$ cat src/hdl/irts_pkg.sv
// ----------------------------------------------------------------------------
// irts_pkg
// Types and codes shared by the I2C register transaction sequencer.
// ----------------------------------------------------------------------------
package irts_pkg;

	localparam int unsigned LENGTH_BITS = 16;

	localparam logic [7:0] ST_MASK         = 8'hF8;
	localparam logic [7:0] ST_START        = 8'h08;
	localparam logic [7:0] ST_REP_START    = 8'h10;
	localparam logic [7:0] ST_TX_ADR_ACK   = 8'h18;
	localparam logic [7:0] ST_TX_DATA_ACK  = 8'h28;
	localparam logic [7:0] ST_RX_ADR_ACK   = 8'h40;
	localparam logic [7:0] ST_RX_DATA_ACK  = 8'h50;
	localparam logic [7:0] ST_RX_DATA_NACK = 8'h58;

	localparam logic [2:0] RETRY_RESET   = 3'd3;
	localparam logic [7:0] TIMEOUT_RESET = 8'd50;

	typedef enum logic [0:0] {
		CFG_RETRY_LIMIT   = 1'b0,
		CFG_TIMEOUT_TICKS = 1'b1
	} cfg_idx_t;

	typedef enum logic [1:0] {
		KIND_CMD  = 2'd0,
		KIND_BYTE = 2'd1,
		KIND_DONE = 2'd2,
		KIND_TICK = 2'd3
	} kind_t;

	typedef enum logic [2:0] {
		ACT_NONE    = 3'd0,
		ACT_START   = 3'd1,
		ACT_SEND    = 3'd2,
		ACT_RX_ACK  = 3'd3,
		ACT_RX_NACK = 3'd4,
		ACT_STOP    = 3'd5
	} act_t;

	typedef enum logic [3:0] {
		PH_IDLE       = 4'd0,
		PH_SELW_START = 4'd1,
		PH_SELW_ADDR  = 4'd2,
		PH_SELW_STOP  = 4'd3,
		PH_REG        = 4'd4,
		PH_SELR_START = 4'd5,
		PH_SELR_ADDR  = 4'd6,
		PH_SELR_STOP  = 4'd7,
		PH_RX         = 4'd8,
		PH_NEED       = 4'd9,
		PH_TX         = 4'd10,
		PH_FINAL_STOP = 4'd11
	} phase_t;

	typedef struct packed {
		kind_t                  kind;
		logic                   is_read;
		logic [6:0]             dev_addr;
		logic [1:0]             addr_bytes;
		logic [15:0]            reg_addr;
		logic [LENGTH_BITS-1:0] length;
		logic [7:0]             write_byte;
		logic [7:0]             bus_status;
		logic [7:0]             bus_rx_byte;
	} in_item_t;

	typedef struct packed {
		act_t       action;
		logic [7:0] action_byte;
		logic       rx_valid;
		logic [7:0] rx_data;
		logic       need_data;
		logic       done_res;
		logic       ok;
	} out_item_t;

endpackage

$ cat src/hdl/i2c_register_transaction_sequencer.sv
// ----------------------------------------------------------------------------
// i2c_register_transaction_sequencer
// Register read/write sequencer driving a byte-level I2C bus engine.
// Path: one input register, one decode pass over the phase state, one
// result register.
// Throughput: one input transfer per cycle, sustained, when out_stall is low.
// Reset: arst_n clears phase, counters and holding state to zero and loads
// retry_limit 3 and timeout_ticks 50.
// ----------------------------------------------------------------------------
module i2c_register_transaction_sequencer (
	input  logic                clk,
	input  logic                arst_n,
	input  logic                in_valid,
	output logic                in_stall,
	input  irts_pkg::in_item_t  in_data,
	output logic                out_valid,
	input  logic                out_stall,
	output irts_pkg::out_item_t out_data,
	input  logic                cfg_valid,
	output logic                cfg_ready,
	input  irts_pkg::cfg_idx_t  cfg_index,
	input  logic [7:0]          cfg_data
);
	import irts_pkg::*;

	logic                   valid_s1;
	in_item_t               item_s1;
	logic                   out_valid_q;
	out_item_t              out_data_q;
	logic                   advance;

	logic [2:0]             retry_limit_q;
	logic [7:0]             timeout_ticks_q;

	phase_t                 phase_q, phase_d;
	logic [2:0]             tries_q, tries_d;
	logic [7:0]             wait_q, wait_d;
	logic [LENGTH_BITS-1:0] bytes_q, bytes_d;
	logic [1:0]             abl_q, abl_d;
	logic [6:0]             dev_q, dev_d;
	logic [15:0]            reg_q, reg_d;
	logic                   dir_q, dir_d;
	logic                   failed_q, failed_d;

	logic                   has_res;
	out_item_t              res;

	assign cfg_ready = 1'b1;
	assign advance   = valid_s1 && (!out_valid_q || !out_stall);
	assign in_stall  = valid_s1 && !advance;
	assign out_valid = out_valid_q;
	assign out_data  = out_data_q;

	always_ff @(posedge clk or negedge arst_n) begin
		if (!arst_n) begin
			retry_limit_q   <= RETRY_RESET;
			timeout_ticks_q <= TIMEOUT_RESET;
		end else if (cfg_valid && cfg_ready) begin
			unique case (cfg_index)
				CFG_RETRY_LIMIT:   retry_limit_q   <= cfg_data[2:0];
				CFG_TIMEOUT_TICKS: timeout_ticks_q <= cfg_data;
			endcase
		end
	end

	always_ff @(posedge clk or negedge arst_n) begin
		if (!arst_n) begin
			valid_s1 <= 1'b0;
		end else if (in_valid && !in_stall) begin
			valid_s1 <= 1'b1;
		end else if (advance) begin
			valid_s1 <= 1'b0;
		end
	end

	always_ff @(posedge clk) begin
		if (in_valid && !in_stall) begin
			item_s1 <= in_data;
		end
	end

	always_ff @(posedge clk or negedge arst_n) begin
		if (!arst_n) begin
			out_valid_q <= 1'b0;
		end else if (advance && has_res) begin
			out_valid_q <= 1'b1;
		end else if (!out_stall) begin
			out_valid_q <= 1'b0;
		end
	end

	always_ff @(posedge clk) begin
		if (advance && has_res) begin
			out_data_q <= res;
		end
	end

	always_ff @(posedge clk or negedge arst_n) begin
		if (!arst_n) begin
			phase_q  <= PH_IDLE;
			tries_q  <= '0;
			wait_q   <= '0;
			bytes_q  <= '0;
			abl_q    <= '0;
			dev_q    <= '0;
			reg_q    <= '0;
			dir_q    <= 1'b0;
			failed_q <= 1'b0;
		end else if (advance) begin
			phase_q  <= phase_d;
			tries_q  <= tries_d;
			wait_q   <= wait_d;
			bytes_q  <= bytes_d;
			abl_q    <= abl_d;
			dev_q    <= dev_d;
			reg_q    <= reg_d;
			dir_q    <= dir_d;
			failed_q <= failed_d;
		end
	end

	always_comb begin
		logic [7:0]             st;
		logic [2:0]             lim_tries;
		logic [7:0]             lim_to;
		logic [7:0]             wait_inc;
		logic [2:0]             tries_dec;
		logic [LENGTH_BITS-1:0] bytes_dec;
		logic [1:0]             abl_dec;
		logic                   waiting;
		logic                   fire;
		logic                   timed;
		logic                   sel_fail;
		logic                   fail;
		logic                   rd;

		phase_d  = phase_q;
		tries_d  = tries_q;
		wait_d   = wait_q;
		bytes_d  = bytes_q;
		abl_d    = abl_q;
		dev_d    = dev_q;
		reg_d    = reg_q;
		dir_d    = dir_q;
		failed_d = failed_q;
		has_res  = 1'b0;
		res      = '0;

		lim_tries = (retry_limit_q == 3'd0) ? 3'd1 : retry_limit_q;
		lim_to    = (timeout_ticks_q == 8'd0) ? 8'd1 : timeout_ticks_q;
		wait_inc  = (wait_q == 8'hFF) ? wait_q : wait_q + 8'd1;
		tries_dec = (tries_q == 3'd0) ? 3'd0 : tries_q - 3'd1;
		bytes_dec = bytes_q - 1'b1;
		abl_dec   = abl_q - 2'd1;
		waiting   = (phase_q != PH_IDLE) && (phase_q != PH_NEED);
		fire      = 1'b0;
		timed     = 1'b0;
		sel_fail  = 1'b0;
		fail      = 1'b0;
		rd        = (phase_q == PH_SELR_START) || (phase_q == PH_SELR_ADDR);

		unique case (item_s1.kind)
			KIND_CMD: begin
				if (phase_q == PH_IDLE) begin
					dir_d    = item_s1.is_read;
					dev_d    = item_s1.dev_addr;
					abl_d    = item_s1.addr_bytes[1] ? 2'd2 : 2'd1;
					reg_d    = item_s1.reg_addr;
					bytes_d  = item_s1.length;
					tries_d  = lim_tries;
					failed_d = 1'b0;
					phase_d  = PH_SELW_START;
					wait_d   = '0;
					has_res  = 1'b1;
					res.action = ACT_START;
				end
			end
			KIND_BYTE: begin
				if (phase_q == PH_NEED) begin
					phase_d  = PH_TX;
					wait_d   = '0;
					has_res  = 1'b1;
					res.action      = ACT_SEND;
					res.action_byte = item_s1.write_byte;
				end
			end
			KIND_DONE: begin
				fire = waiting;
			end
			KIND_TICK: begin
				if (waiting) begin
					wait_d = wait_inc;
					if (wait_inc >= lim_to) begin
						fire  = 1'b1;
						timed = 1'b1;
					end
				end
			end
		endcase

		st = timed ? 8'h00 : (item_s1.bus_status & ST_MASK);

		if (fire) begin
			has_res = 1'b1;
			wait_d  = '0;
			unique case (phase_q)
				PH_SELW_START, PH_SELR_START: begin
					if (timed || (st != ST_START && st != ST_REP_START)) begin
						sel_fail = 1'b1;
					end else begin
						phase_d = rd ? PH_SELR_ADDR : PH_SELW_ADDR;
						res.action      = ACT_SEND;
						res.action_byte = {dev_q, rd};
					end
				end
				PH_SELW_ADDR: begin
					if (timed || st != ST_TX_ADR_ACK) begin
						sel_fail = 1'b1;
					end else begin
						phase_d = PH_REG;
						res.action      = ACT_SEND;
						res.action_byte = (abl_q == 2'd2) ? reg_q[15:8] : reg_q[7:0];
					end
				end
				PH_SELR_ADDR: begin
					if (timed || st != ST_RX_ADR_ACK) begin
						sel_fail = 1'b1;
					end else if (bytes_q == '0) begin
						phase_d = PH_FINAL_STOP;
						res.action = ACT_STOP;
					end else begin
						phase_d = PH_RX;
						res.action = (bytes_q > 1) ? ACT_RX_ACK : ACT_RX_NACK;
					end
				end
				PH_SELW_STOP, PH_SELR_STOP: begin
					phase_d = (phase_q == PH_SELR_STOP) ? PH_SELR_START : PH_SELW_START;
					res.action = ACT_START;
				end
				PH_REG: begin
					if (timed || st != ST_TX_DATA_ACK) begin
						fail = 1'b1;
					end else begin
						abl_d = abl_dec;
						if (abl_dec == 2'd1) begin
							res.action      = ACT_SEND;
							res.action_byte = reg_q[7:0];
						end else if (dir_q) begin
							tries_d = lim_tries;
							phase_d = PH_SELR_START;
							res.action = ACT_START;
						end else if (bytes_q == '0) begin
							phase_d = PH_FINAL_STOP;
							res.action = ACT_STOP;
						end else begin
							phase_d = PH_NEED;
							res.need_data = 1'b1;
						end
					end
				end
				PH_RX: begin
					if (timed || st != ((bytes_q > 1) ? ST_RX_DATA_ACK : ST_RX_DATA_NACK)) begin
						fail = 1'b1;
					end else begin
						bytes_d      = bytes_dec;
						res.rx_valid = 1'b1;
						res.rx_data  = item_s1.bus_rx_byte;
						if (bytes_dec == '0) begin
							phase_d = PH_FINAL_STOP;
							res.action = ACT_STOP;
						end else begin
							res.action = (bytes_dec > 1) ? ACT_RX_ACK : ACT_RX_NACK;
						end
					end
				end
				PH_TX: begin
					if (timed || st != ST_TX_DATA_ACK) begin
						fail = 1'b1;
					end else begin
						bytes_d = bytes_dec;
						if (bytes_dec == '0) begin
							phase_d = PH_FINAL_STOP;
							res.action = ACT_STOP;
						end else begin
							phase_d = PH_NEED;
							res.need_data = 1'b1;
						end
					end
				end
				PH_FINAL_STOP: begin
					phase_d = PH_IDLE;
					res.done_res = 1'b1;
					res.ok       = !failed_q;
				end
				default: begin
					has_res = 1'b0;
					wait_d  = wait_q;
				end
			endcase

			if (sel_fail) begin
				tries_d    = tries_dec;
				res.action = ACT_STOP;
				if (tries_dec == 3'd0) begin
					fail = 1'b1;
				end else begin
					phase_d = rd ? PH_SELR_STOP : PH_SELW_STOP;
				end
			end
			if (fail) begin
				failed_d   = 1'b1;
				phase_d    = PH_FINAL_STOP;
				res        = '0;
				res.action = ACT_STOP;
			end
		end
	end

endmodule

$ cat config.mk
export PLATFORM = sky130hd
export DESIGN_NAME = i2c_register_transaction_sequencer
export DESIGN_NICKNAME = d
export VERILOG_FILES = /design/src/hdl/irts_pkg.sv /design/src/hdl/i2c_register_transaction_sequencer.sv
export SDC_FILE = /design/constraint.sdc
export NUM_CORES = 1
export LEC_CHECK = 0
export ABC_AREA = 0
export BUFFER_PORTS_ARGS = -buffer_cell sky130_fd_sc_hd__buf_2
export CAP_MARGIN = 20
export CORE_AREA = 2 2 182 184
export CTS_CLUSTER_SIZE = 10
export DETAILED_ROUTE_END_ITERATION = 8
export DIE_AREA = 0 0 184 186
export PLACE_DENSITY_LB_ADDON = 0.2
export SLEW_MARGIN = 20
export SYNTH_ARGS = -nofsm -noshare
export SYNTH_HDL_FRONTEND = slang
export SYNTH_SLANG_ARGS = --single-unit
$ cat constraint.sdc
create_clock -name clk -period 5.8 [get_ports clk]
set_input_delay 0.87 -clock clk [delete_from_list [all_inputs] [get_ports clk]]
set_output_delay 0.87 -clock clk [all_outputs]
set_load 0.05 [all_outputs]
==> impl_metrics.toml <==
[worst_setup_path]
rr_startpoint = "wait_q[0]"
r2r_setup_slack_ps = 1670
critical_path.endpoint = "out_data[12]"
startpoint = "wait_q[0]"
timing.rr.end = "out_data[12]"
path_class = "reg -> reg"
cp_max_fo = 21
r2r_cells = 14
worstPathRequired_ps = 5990
worst_setup_path_end_kind = "flip-flop"
critPathLaunchType = "flip-flop"
worstPathArrival_ps = 4320

[cells_and_area]
num_antenna_cells = 0
finish.utilization_pct = 29.45
syn_to_final_growth_pct = 19.52
drive_gt1_share_pct = 24.14
most-common-layout-cells = "nand2_1, buf_2, edfxtp_1"
final_common_cell = "nand2_1"
fin_nets = 932
stdcell_count = 1253
fillers = 3390

[synth]
async_flop_share_pct = 44.94
dominantRegCellSynth = "edfxtp_1"
yosys_warnings = 0
yosysUniqueCellTypes = 84
syn_area_um2 = 7936
synth.yosys.seq_area_share_pct = 55.38
netlist_instances = 735
synth_seq_cells = 158
syn-num-nets = 835
synth_edf_count = 87
syn_avg_cell_area_um2 = 10.80

[timing]
fmax_mhz = 242.1
clock_skew_ps = 23.57
rsz0062_at_grt = "no"
tightest_slew_ps = 1006
setup_violations = 0
slew_headroom_pct = 32.94
drv_slew = 0
layout_setup_ws_ps = 1670
finalCritPeriodShare_pct = 71.20
hold_violations = 0
fin_setup_tns_ps = 0
period_needed_ps = 4130

[die]
die_area_um2 = 34220
fp.dieH_um = 186
ioPinCount = 108
core_area_um2 = 32210
fp.dieW_um = 184
initial_utilization_pct = 24.64
fp-row-count = 66

[clock_tree]
htreeDepth = 4
cts.clk_slew.worst_paths_ps = 70
cts_tree = "built"
postCtsSetupBuffers = 0
numCtsBuffers = 17
cts_sinks = 158
cts_hold_buf = 0
cts_resized = 0
clockRootBuffer = "clkbuf_16"
clk_latency_ps = 450
clock_path_buffers = 2

[routing]
antenna_left = 0
drc = 0
drt-initial-drc-count = 572
drt_wl_total_mm = 21.97
avgRoutedWirePerCell_um = 17.53
avgViaCountPerCell = 4.840
dr.pass1.iters = 6
via_count = 6065

[placement]
placedCellCount = 1221
numPortBuffers = 102
hpwl_mm = 15.37
gp_congestion = 0.8779
dp_slack_ps = 1682

[hold_path]
hold_class = "in -> async"

[global_route]
grt_max_degree = 61
antenna_found_initial = 0
grt.total_usage_pct = 13.22
grt_pass1_wl_mm = 34.60
grt_overflow = 0
grt_pass1_vias = 6042

[pwr]
power.density_nw_per_um2 = 396.6
ir_worst_vdd_uv = 201.8
power_mw = 3.762
leakage_nw = 3.744

[run_status]
status = "complete, no violations"

[run]
drv_cap = 0
Yosys cell counts, types with 7 or more instances:
master    count  area, um2
nor4_1       10      62.56
nand4_1      10      62.56
inv_1        26      97.59
o31ai_1       7      52.55
dfrtp_1      66       1652
o21ai_0      27      135.1
mux2_2       13      146.4
a31oi_1       8      50.05
ha_1         18      225.2
edfxtp_1     87       2613
a222oi_1      7      70.07
or3_1        11      68.82
buf_2         7      35.03
nand3_1      19      95.09
and2_1       17      106.4
nor3_1       12      60.06
a21oi_1      25      125.1
nor2_1       47      176.4
o31ai_2       7      87.58
clkbuf_1     25      93.84
nand2_1     128      480.5
power breakdown:
part	internal [mW]	switching, mW	leakage, nW	total, mW
clock network	0.571	0.531	0.267	1.10
logic	0.370	0.642	1.77	1.01
registers	1.43	0.218	1.71	1.65
cells by family (layout without fill, tap and decap cells):
family,Yosys count,after routing,synth area share [%]
simple gates,303,303,19.04
mux,13,13,1.845
xor+xnor,9,9,0.9933
flops,158,158,55.38
compound gates,168,168,16.33
buf+inv,65,175,3.516
other cells,1,1,0.04725
fa+ha+maj,18,18,2.838
per-stage QoR:
step | hold slack [ps] | instance area [um2]
after global placement | 425.0 | 8907
after global routing | 312.2 | 9485
after CTS | 304.0 | 9485
after floorplan | 414.6 | 7936
final | 311.2 | 9485
after detailed placement | 428.4 | 8907
metal layers:
layer	routed length [um]	GRT usage (%)
met1	10490	18.18
met2	10110	20.69
met3	969	2.798
met4	402	4.384
met5	0	0
final cells by class:
type,instances,area (um2),area share [%]
Tap cell,408,510.5,5.382
Clock buffer,17,425.4,4.485
Inverter,26,97.59,1.029
Clock inverter,15,152.6,1.609
Multi-Input combinational cell,512,3281,34.59
Sequential cell,158,4395,46.34
Timing Repair Buffer,117,623.1,6.569
sequential cells by signal (all words and copies together) (netlist names):
signal / flops
reg_q: 16
phase_q: 4
out_data: 23
dir_q: 1
retry_limit_q: 3
bytes_q: 16
out_valid: 1
abl_q: 2
wait_q: 8
dev_q: 7
valid_s1: 1
timeout_ticks_q: 8
failed_q: 1
tries_q: 3
item_s1: 64
worst min-delay path by stage:
| stage | start | endpoint | slack [ps] | depth (start not counted) |
|---|---|---|---|---|
| 4_1_cts | arst_n | timeout_ticks_q[3] | 300 | 1 |
| 6_report | arst_n | timeout_ticks_q[3] | 310 | 1 |
| 3_5_place_dp | item_s1[62] | dev_q[4] | 430 | 2 |
| 3_3_place_gp | item_s1[45] | reg_q[5] | 430 | 2 |
| 5_1_grt | arst_n | timeout_ticks_q[3] | 310 | 1 |
| 2_1_floorplan | item_s1[58] | dev_q[0] | 410 | 2 |
critical path, stage by stage (launching register included):
cell	delay, ps
dfrtp_1	440
ha_1	240
nand2_1	100
nor2_1	220
nand3_1	250
xnor2_1	190
ha_1	280
nand2b_1	150
a2111oi_2	430
o31a_1	350
a21o_1	180
buf_4	290
or3_1	480
nor3_1	90
a22o_1	190
Note: power is estimated with default switching activity, not from simulation.
